### src/hw/rtl/rac_pkg.sv
// Shared types, channel indexes, mode codes, divider staging and the divide-by-255
// helper for the RGBA alpha compositor. No dependencies.
package rac_pkg;

    localparam logic [7:0] ChanMax = 8'hff;

    // channel slots inside a packed pixel
    localparam int unsigned ChR = 0;
    localparam int unsigned ChG = 1;
    localparam int unsigned ChB = 2;
    localparam int unsigned ChA = 3;

    // un-premultiply divider: register stages and quotient bits per stage
    localparam int unsigned DivStages        = 4;
    localparam int unsigned DivStepsPerStage = 2;

    typedef enum logic [1:0] {
        FUNC_OVERLAY  = 2'd0,
        FUNC_UNDERLAY = 2'd1,
        FUNC_BLEND    = 2'd2,
        FUNC_DARKEN   = 2'd3
    } t_func;

    typedef logic [7:0]      t_chan;
    typedef logic [3:0][7:0] t_pix;

    // one beat between the compositing and the un-premultiply sections
    typedef struct packed {
        logic unpremul;
        t_pix chan;
    } t_beat;

    // floor(x / 255), exact for every product of two 8-bit values
    function automatic t_chan div255(input logic [15:0] x);
        logic [16:0] s;
        s = {1'b0, x} + {9'd0, x[15:8]} + 17'd1;
        return s[15:8];
    endfunction

endpackage

### src/hw/rtl/rac_over.sv
// Three-stage compositing pipeline: over/underlay, blend, darken and pass-through.
// Depends on rac_pkg.
module rac_over (
    input  logic             i_clk,
    input  logic             i_rst_n,
    input  logic             i_valid,
    output logic             o_stall,
    input  logic [1:0]       i_func,
    input  rac_pkg::t_pix    i_dst,
    input  rac_pkg::t_pix    i_src,
    input  rac_pkg::t_chan   i_factor,
    output logic             o_valid,
    input  logic             i_stall,
    output rac_pkg::t_beat   o_beat
);

    typedef enum logic [1:0] {
        MODE_OVER,
        MODE_DARKEN,
        MODE_PASS
    } t_mode;

    logic en1, en2, en3;

    // stage 1: products
    logic            r1_valid;
    t_mode           r1_mode, n1_mode;
    logic            r1_unpremul, n1_unpremul;
    logic [15:0]     r1_up [3];
    logic [15:0]     r1_lo [3];
    logic [15:0]     n1_up [3];
    logic [15:0]     n1_lo [3];
    logic [15:0]     r1_ap, n1_ap;
    rac_pkg::t_chan  r1_au, r1_al;
    rac_pkg::t_pix   r1_dst;
    rac_pkg::t_pix   upper, lower;

    // stage 2: scaled terms and second product
    logic            r2_valid;
    t_mode           r2_mode;
    logic            r2_unpremul;
    rac_pkg::t_chan  r2_up [3];
    rac_pkg::t_chan  n2_up [3];
    logic [15:0]     r2_mul [3];
    logic [15:0]     n2_mul [3];
    rac_pkg::t_chan  r2_alt [3];
    rac_pkg::t_chan  n2_alt [3];
    rac_pkg::t_chan  r2_alpha, n2_alpha;

    // stage 3: result
    logic            r3_valid;
    rac_pkg::t_beat  r3_beat, n3_beat;

    assign en3     = !r3_valid || !i_stall;
    assign en2     = !r2_valid || en3;
    assign en1     = !r1_valid || en2;
    assign o_stall = !en1;
    assign o_valid = r3_valid;
    assign o_beat  = r3_beat;

    always_comb begin
        n1_mode     = MODE_PASS;
        n1_unpremul = 1'b0;
        upper       = i_src;
        lower       = i_dst;
        unique case (rac_pkg::t_func'(i_func))
            rac_pkg::FUNC_OVERLAY: begin
                n1_mode = MODE_OVER;
            end
            rac_pkg::FUNC_UNDERLAY: begin
                n1_mode = MODE_OVER;
                upper   = i_dst;
                lower   = i_src;
            end
            rac_pkg::FUNC_BLEND: begin
                // invisible source leaves the destination untouched
                if (i_src[rac_pkg::ChA] != 8'd0) begin
                    n1_mode     = MODE_OVER;
                    n1_unpremul = 1'b1;
                end
            end
            rac_pkg::FUNC_DARKEN: begin
                // lower product becomes c * f
                n1_mode                = MODE_DARKEN;
                lower[rac_pkg::ChA]    = i_factor;
            end
            default: n1_mode = MODE_PASS;
        endcase
        for (int ch = 0; ch < 3; ch++) begin
            n1_up[ch] = 16'(upper[ch]) * 16'(upper[rac_pkg::ChA]);
            n1_lo[ch] = 16'(lower[ch]) * 16'(lower[rac_pkg::ChA]);
        end
        n1_ap = 16'(upper[rac_pkg::ChA]) * 16'(rac_pkg::ChanMax - lower[rac_pkg::ChA]);
    end

    always_comb begin
        rac_pkg::t_chan lo;
        lo = '0;
        for (int ch = 0; ch < 3; ch++) begin
            lo         = rac_pkg::div255(r1_lo[ch]);
            n2_up[ch]  = rac_pkg::div255(r1_up[ch]);
            n2_mul[ch] = 16'(rac_pkg::ChanMax - r1_au) * 16'(lo);
            n2_alt[ch] = (r1_mode == MODE_DARKEN) ? r1_dst[ch] - lo : r1_dst[ch];
        end
        n2_alpha = (r1_mode == MODE_OVER) ? r1_al + rac_pkg::div255(r1_ap)
                                          : r1_dst[rac_pkg::ChA];
    end

    always_comb begin
        n3_beat.unpremul = r2_unpremul;
        for (int ch = 0; ch < 3; ch++) begin
            n3_beat.chan[ch] = (r2_mode == MODE_OVER)
                             ? r2_up[ch] + rac_pkg::div255(r2_mul[ch]) : r2_alt[ch];
        end
        n3_beat.chan[rac_pkg::ChA] = r2_alpha;
    end

    always_ff @(posedge i_clk) begin
        if (!i_rst_n) begin
            r1_valid <= 1'b0;
            r2_valid <= 1'b0;
            r3_valid <= 1'b0;
        end else begin
            if (en1) r1_valid <= i_valid;
            if (en2) r2_valid <= r1_valid;
            if (en3) r3_valid <= r2_valid;
        end
    end

    always_ff @(posedge i_clk) begin
        if (en1) begin
            r1_mode     <= n1_mode;
            r1_unpremul <= n1_unpremul;
            r1_up       <= n1_up;
            r1_lo       <= n1_lo;
            r1_ap       <= n1_ap;
            r1_au       <= upper[rac_pkg::ChA];
            r1_al       <= lower[rac_pkg::ChA];
            r1_dst      <= i_dst;
        end
        if (en2) begin
            r2_mode     <= r1_mode;
            r2_unpremul <= r1_unpremul;
            r2_up       <= n2_up;
            r2_mul      <= n2_mul;
            r2_alt      <= n2_alt;
            r2_alpha    <= n2_alpha;
        end
        if (en3) begin
            r3_beat <= n3_beat;
        end
    end

endmodule

### src/hw/rtl/rac_unpremul.sv
// Four-stage restoring divider: color * 255 / alpha, two quotient bits a stage,
// applied to blend beats only. Depends on rac_pkg.
module rac_unpremul (
    input  logic            i_clk,
    input  logic            i_rst_n,
    input  logic            i_valid,
    output logic            o_stall,
    input  rac_pkg::t_beat  i_beat,
    output logic            o_valid,
    input  logic            i_stall,
    output rac_pkg::t_beat  o_beat
);

    logic [rac_pkg::DivStages-1:0] r_valid;
    logic [rac_pkg::DivStages-1:0] vin;
    logic [rac_pkg::DivStages-1:0] en;
    rac_pkg::t_beat    r_beat [rac_pkg::DivStages];
    rac_pkg::t_chan    r_rem  [rac_pkg::DivStages-1][3];
    rac_pkg::t_chan    r_num  [rac_pkg::DivStages-1][3];
    rac_pkg::t_chan    r_q    [rac_pkg::DivStages-1][3];

    // one restoring step: {quotient bit, new remainder}
    function automatic logic [8:0] div_step(input rac_pkg::t_chan rem, input logic b,
                                            input rac_pkg::t_chan a);
        logic [8:0] t;
        logic [8:0] d;
        t = {rem, b};
        d = t - {1'b0, a};
        if (t >= {1'b0, a}) begin
            return {1'b1, d[7:0]};
        end
        return {1'b0, t[7:0]};
    endfunction

    assign vin = {r_valid[rac_pkg::DivStages-2:0], i_valid};

    always_comb begin
        en[rac_pkg::DivStages-1] = !r_valid[rac_pkg::DivStages-1] || !i_stall;
        for (int k = rac_pkg::DivStages - 2; k >= 0; k--) begin
            en[k] = !r_valid[k] || en[k+1];
        end
    end

    assign o_stall = !en[0];
    assign o_valid = r_valid[rac_pkg::DivStages-1];
    assign o_beat  = r_beat[rac_pkg::DivStages-1];

    for (genvar k = 0; k < rac_pkg::DivStages; k++) begin : g_stg
        rac_pkg::t_beat in_beat;
        rac_pkg::t_chan in_rem [3];
        rac_pkg::t_chan in_num [3];
        rac_pkg::t_chan in_q   [3];
        rac_pkg::t_chan out_rem [3];
        rac_pkg::t_chan out_num [3];
        rac_pkg::t_chan out_q   [3];

        if (k == 0) begin : g_head
            always_comb begin
                logic [15:0] prod;
                prod = '0;
                in_beat = i_beat;
                for (int ch = 0; ch < 3; ch++) begin
                    // c * 255 = (c << 8) - c; high byte seeds the remainder
                    prod        = {i_beat.chan[ch], 8'd0} - {8'd0, i_beat.chan[ch]};
                    in_rem[ch]  = prod[15:8];
                    in_num[ch]  = prod[7:0];
                    in_q[ch]    = '0;
                end
            end
        end else begin : g_body
            always_comb begin
                in_beat = r_beat[k-1];
                for (int ch = 0; ch < 3; ch++) begin
                    in_rem[ch] = r_rem[k-1][ch];
                    in_num[ch] = r_num[k-1][ch];
                    in_q[ch]   = r_q[k-1][ch];
                end
            end
        end

        always_comb begin
            logic [8:0]     st;
            rac_pkg::t_chan rem, num, q;
            st = '0;
            for (int ch = 0; ch < 3; ch++) begin
                rem = in_rem[ch];
                num = in_num[ch];
                q   = in_q[ch];
                for (int s = 0; s < rac_pkg::DivStepsPerStage; s++) begin
                    st  = div_step(rem, num[7], in_beat.chan[rac_pkg::ChA]);
                    rem = st[7:0];
                    num = {num[6:0], 1'b0};
                    q   = {q[6:0], st[8]};
                end
                out_rem[ch] = rem;
                out_num[ch] = num;
                out_q[ch]   = q;
            end
        end

        if (k < rac_pkg::DivStages - 1) begin : g_mid
            always_ff @(posedge i_clk) begin
                if (en[k]) begin
                    r_beat[k] <= in_beat;
                    r_rem[k]  <= out_rem;
                    r_num[k]  <= out_num;
                    r_q[k]    <= out_q;
                end
            end
        end else begin : g_tail
            rac_pkg::t_beat fin;
            always_comb begin
                fin = in_beat;
                if (in_beat.unpremul) begin
                    for (int ch = 0; ch < 3; ch++) begin
                        // zero alpha gives 0; color at or above alpha clamps to 255
                        if (in_beat.chan[rac_pkg::ChA] == 8'd0) begin
                            fin.chan[ch] = 8'd0;
                        end else if (in_beat.chan[ch] >= in_beat.chan[rac_pkg::ChA]) begin
                            fin.chan[ch] = rac_pkg::ChanMax;
                        end else begin
                            fin.chan[ch] = out_q[ch];
                        end
                    end
                end
            end
            always_ff @(posedge i_clk) begin
                if (en[k]) begin
                    r_beat[k] <= fin;
                end
            end
        end
    end

    always_ff @(posedge i_clk) begin
        if (!i_rst_n) begin
            r_valid <= '0;
        end else begin
            for (int k = 0; k < rac_pkg::DivStages; k++) begin
                if (en[k]) r_valid[k] <= vin[k];
            end
        end
    end

endmodule

### src/hw/rtl/rgba_alpha_compositor.sv
// RGBA alpha compositor top level: overlay, underlay, blend and darken on
// 8-bit RGBA pixels. Input channel: i_valid / o_stall with one port per field;
// output channel: o_valid / i_stall with the four result channels.
// A beat is taken at a rising edge with valid high and stall low.
// Pipeline: 3 compositing stages, then 4 divider stages that carry two quotient
// bits each. Throughput: one pixel per clock while i_stall stays low, set by
// the fully pipelined multipliers and the unrolled divider stages; every mode
// takes the same path.
// Stalls: each stage holds its beat only while the stage after it is full and
// blocked, so bubbles close up and input keeps flowing while the output waits.
// o_stall rises only once every stage is occupied and i_stall is high.
// A held output beat never changes.
// Reset (synchronous, active low) empties the pipeline; no state survives a
// beat, so there is no warm-up after reset.
// Depends on rac_pkg, rac_over and rac_unpremul.
module rgba_alpha_compositor (
    input  logic       i_clk,
    input  logic       i_rst_n,
    input  logic       i_valid,
    output logic       o_stall,
    input  logic [1:0] i_func,
    input  logic [7:0] i_dst_red,
    input  logic [7:0] i_dst_green,
    input  logic [7:0] i_dst_blue,
    input  logic [7:0] i_dst_alpha,
    input  logic [7:0] i_src_red,
    input  logic [7:0] i_src_green,
    input  logic [7:0] i_src_blue,
    input  logic [7:0] i_src_alpha,
    input  logic [7:0] i_darken_factor,
    output logic       o_valid,
    input  logic       i_stall,
    output logic [7:0] o_out_red,
    output logic [7:0] o_out_green,
    output logic [7:0] o_out_blue,
    output logic [7:0] o_out_alpha
);

    rac_pkg::t_pix  dst, src;
    rac_pkg::t_beat mid_beat, out_beat;
    logic           mid_valid, mid_stall;

    always_comb begin
        dst[rac_pkg::ChR] = i_dst_red;
        dst[rac_pkg::ChG] = i_dst_green;
        dst[rac_pkg::ChB] = i_dst_blue;
        dst[rac_pkg::ChA] = i_dst_alpha;
        src[rac_pkg::ChR] = i_src_red;
        src[rac_pkg::ChG] = i_src_green;
        src[rac_pkg::ChB] = i_src_blue;
        src[rac_pkg::ChA] = i_src_alpha;
    end

    rac_over u_over (
        .i_clk    (i_clk),
        .i_rst_n  (i_rst_n),
        .i_valid  (i_valid),
        .o_stall  (o_stall),
        .i_func   (i_func),
        .i_dst    (dst),
        .i_src    (src),
        .i_factor (i_darken_factor),
        .o_valid  (mid_valid),
        .i_stall  (mid_stall),
        .o_beat   (mid_beat)
    );

    rac_unpremul u_unpremul (
        .i_clk   (i_clk),
        .i_rst_n (i_rst_n),
        .i_valid (mid_valid),
        .o_stall (mid_stall),
        .i_beat  (mid_beat),
        .o_valid (o_valid),
        .i_stall (i_stall),
        .o_beat  (out_beat)
    );

    assign o_out_red   = out_beat.chan[rac_pkg::ChR];
    assign o_out_green = out_beat.chan[rac_pkg::ChG];
    assign o_out_blue  = out_beat.chan[rac_pkg::ChB];
    assign o_out_alpha = out_beat.chan[rac_pkg::ChA];

endmodule

### config.mk
export PLATFORM = sky130hd
export DESIGN_NAME = rgba_alpha_compositor
export DESIGN_NICKNAME = d
export VERILOG_FILES = /design/src/hw/rtl/rac_pkg.sv /design/src/hw/rtl/rac_over.sv /design/src/hw/rtl/rac_unpremul.sv /design/src/hw/rtl/rgba_alpha_compositor.sv
export SDC_FILE = /design/constraint.sdc
export NUM_CORES = 2
export LEC_CHECK = 0
export BUFFER_PORTS_ARGS = -buffer_cell sky130_fd_sc_hd__buf_2
export CORE_ASPECT_RATIO = 1.4
export CORE_MARGIN = 2
export CORE_UTILIZATION = 35
export CTS_CLUSTER_DIAMETER = 80
export DETAILED_ROUTE_END_ITERATION = 7
export PLACE_DENSITY_LB_ADDON = 0.12
export RECOVER_POWER = 25
export SYNTH_ARGS = -nofsm -noshare
export SYNTH_HDL_FRONTEND = slang
export SYNTH_HIERARCHICAL = 1
export SYNTH_SLANG_ARGS = --single-unit
### constraint.sdc
create_clock -name i_clk -period 23.6 [get_ports i_clk]
set_input_delay 2.36 -clock i_clk [delete_from_list [all_inputs] [get_ports i_clk]]
set_output_delay 2.36 -clock i_clk [all_outputs]
set_load 0.05 [all_outputs]
==> results_dict.tcl <==
set metrics [dict create \
    ant_nets 0 \
    startpoint_type "input pin" \
    period_minus_slack_ps 8400 \
    grt_overflow 0 \
    cts_setup_buffers 0 \
    clock_path_buffers 3 \
    die-area_mm2 0.158 \
    use_met1_pct 20.6 \
    fp-row-count 170 \
    start_util_pct 35.3 \
    cp.arrival_ps 8810 \
    nFillCells 15300 \
    grt_pass1_vias 39700 \
    worst_slew_pin_slew_ps 1930 \
    syn-instance-count 5284 \
    vias 37600 \
    viasPerCell 4.99 \
    clk_latency_ps 680 \
    avgSynthCellArea_um2 10.2 \
    ctsResizeCount 0 \
    syn_nets 6455 \
    cap_violations 1 \
    grt_start_max_net_pins 65 \
    num_io_pins 112 \
    wire_per_inst_um 19.0 \
    cts_buffers 71 \
    setup_viol 0 \
    syn_area_mm2 0.0542 \
    drt_wl_total_um 143000 \
    hold_class "reg2reg" \
    io_buffers 111 \
    path_clk_slew_ps 60 \
    max_slew_margin_pct -28.4 \
    grt_pass1_wl_um 224000 \
    drc 0 \
    finalHoldViolCount 0 \
    end_kind "flip-flop" \
    gp_congestion 0.859 \
    fp.dieW_um 336 \
    use_met2_pct 35.1 \
    grtUsageMet3_pct 1.74 \
    fin_crit_sh_pct 35.6 \
    slew_viol_final 33 \
    antenna_found_initial 4 \
    drive_above_1_share_pct 9.06 \
    num-nets-final 6589 \
    cts_hold_buf 0 \
    fin_skew_ps 29.5 \
    rsz0062_at_grt "no" \
    cts_sinks 576 \
    coreArea_mm2 0.154 \
    die_y_um 469 \
    cts_tree "yes" \
    dp_hpwl_um 115000 \
    first_iter_violations 1628 \
    busiest_layer "met2" \
    area_delta_synth_final_pct 10.1 \
    fmax_mhz 119 \
    crit_required_ps 24010 \
    tns_ps 0 \
    grt_use_total_pct 18.3 \
    path_max_fanout 57 \
    status "finished, violations left" \
    ys_warn_count 6 \
    htree_num_levels 3 \
    violations "capacitance limit, slew limit" \
    clockRootBuffer "clkbuf_16" \
    first_pass_iters 5 \
    crit_type "in2reg" \
]
-- sequential cells by signal, summed over array words and instances (netlist names), 4 cells and up --
name,flops
u_unpremul/r_beat,131
u_unpremul/r_rem,72
u_over/r1_lo,48
u_over/r1_up,48
u_over/r2_mul,48
u_unpremul/r_q,36
u_over/o_beat,33
u_over/r1_dst,32
u_unpremul/r_num,27
u_over/r2_alt,24
u_over/r2_up,24
u_over/r1_ap,16
u_over/r1_al,8
u_over/r1_au,8
u_over/r2_alpha,8
u_unpremul/r_valid,4
-- layout by cell type, fill, tap and decap left out, drive strengths merged, types with 17 or more instances in the layout --
cell type  count
o21bai        24
and3          31
nor2         614
o21ai        244
nand3         55
mux2i         81
clkbuf       119
nand2        376
nand4         44
nor3          53
nand2b        44
a21oi        195
edfxtp       569
or3           19
clkinv        34
xor2          87
a21o          78
and2          24
buf          129
nor4          17
or2           69
fa           390
o21a          74
o211ai        31
inv          695
ha           703
mux2         145
a211oi        30
xnor2        246
nor2b         75
o31a          23
-- critical path, stage by stage --
cell and delay [ps]:
clkbuf_1 510, nor2b_4 260, buf_4 380, buf_4 730, mux2i_1 400, or2_2 400, fa_1 550, inv_1 60
fa_1 520, fa_1 520, fa_1 490, ha_1 360, or3_1 350, o21ai_0 80, a21oi_1 80, a211oi_1 340
a21oi_1 140, xnor2_1 150
-- area by class of cell --
| class | count | area (µm²) | area share [%] |
|---|---|---|---|
| clock buffers | 81 | 1840 | 3.08 |
| inverters | 694 | 2610 | 4.38 |
| diodes | 1 | 2.50 | 0.00420 |
| well taps | 2064 | 2580 | 4.33 |
| multi-input cells | 3908 | 33900 | 56.9 |
| clock inverters | 49 | 527 | 0.884 |
| repair buffers | 167 | 921 | 1.54 |
| flip-flops and latches | 576 | 17200 | 28.9 |
-- through the flow --
step                      hold slack [ps]  setup slack (ps)  utilization, %  cell area, µm²  std cells
after floorplan                       400             11560               -           54200       5284
after global placement                403             14890            37.3           57300       7409
after detailed placement              405             14850            37.3           57300       7409
after CTS                             415             15580            38.9           59700       7539
after global routing                  417             14810            38.8           59600       7540
final                                 415             15200            38.8           59600       7540
-- per-layer routing --
metal,wire length [µm],vias to the layer above
met1,56500,18400
met2,77100,641
met3,4190,219
li1,-,18400
met5,0,-
met4,5300,0
-- final timing paths --
kind,startpoint,end,depth (start not counted),slack (ps)
max,i_func[0],u_over/r1_lo[31]$_DFFE_PN_,18,15200
min,u_unpremul/r_num[0][2]$_DFFE_PN_,u_unpremul/r_num[0][20]$_DFFE_PP_,0,420
max reg2reg,u_over/r1_lo[12]$_DFFE_PN_,u_over/r2_mul[15]$_DFFE_PP_,22,16600
min reg2reg,u_unpremul/r_num[0][2]$_DFFE_PN_,u_unpremul/r_num[0][20]$_DFFE_PP_,0,420
Power is left out: the tool's default activity adds up to more than one toggle a clock period on the data nets, which glitch-free logic cannot reach.
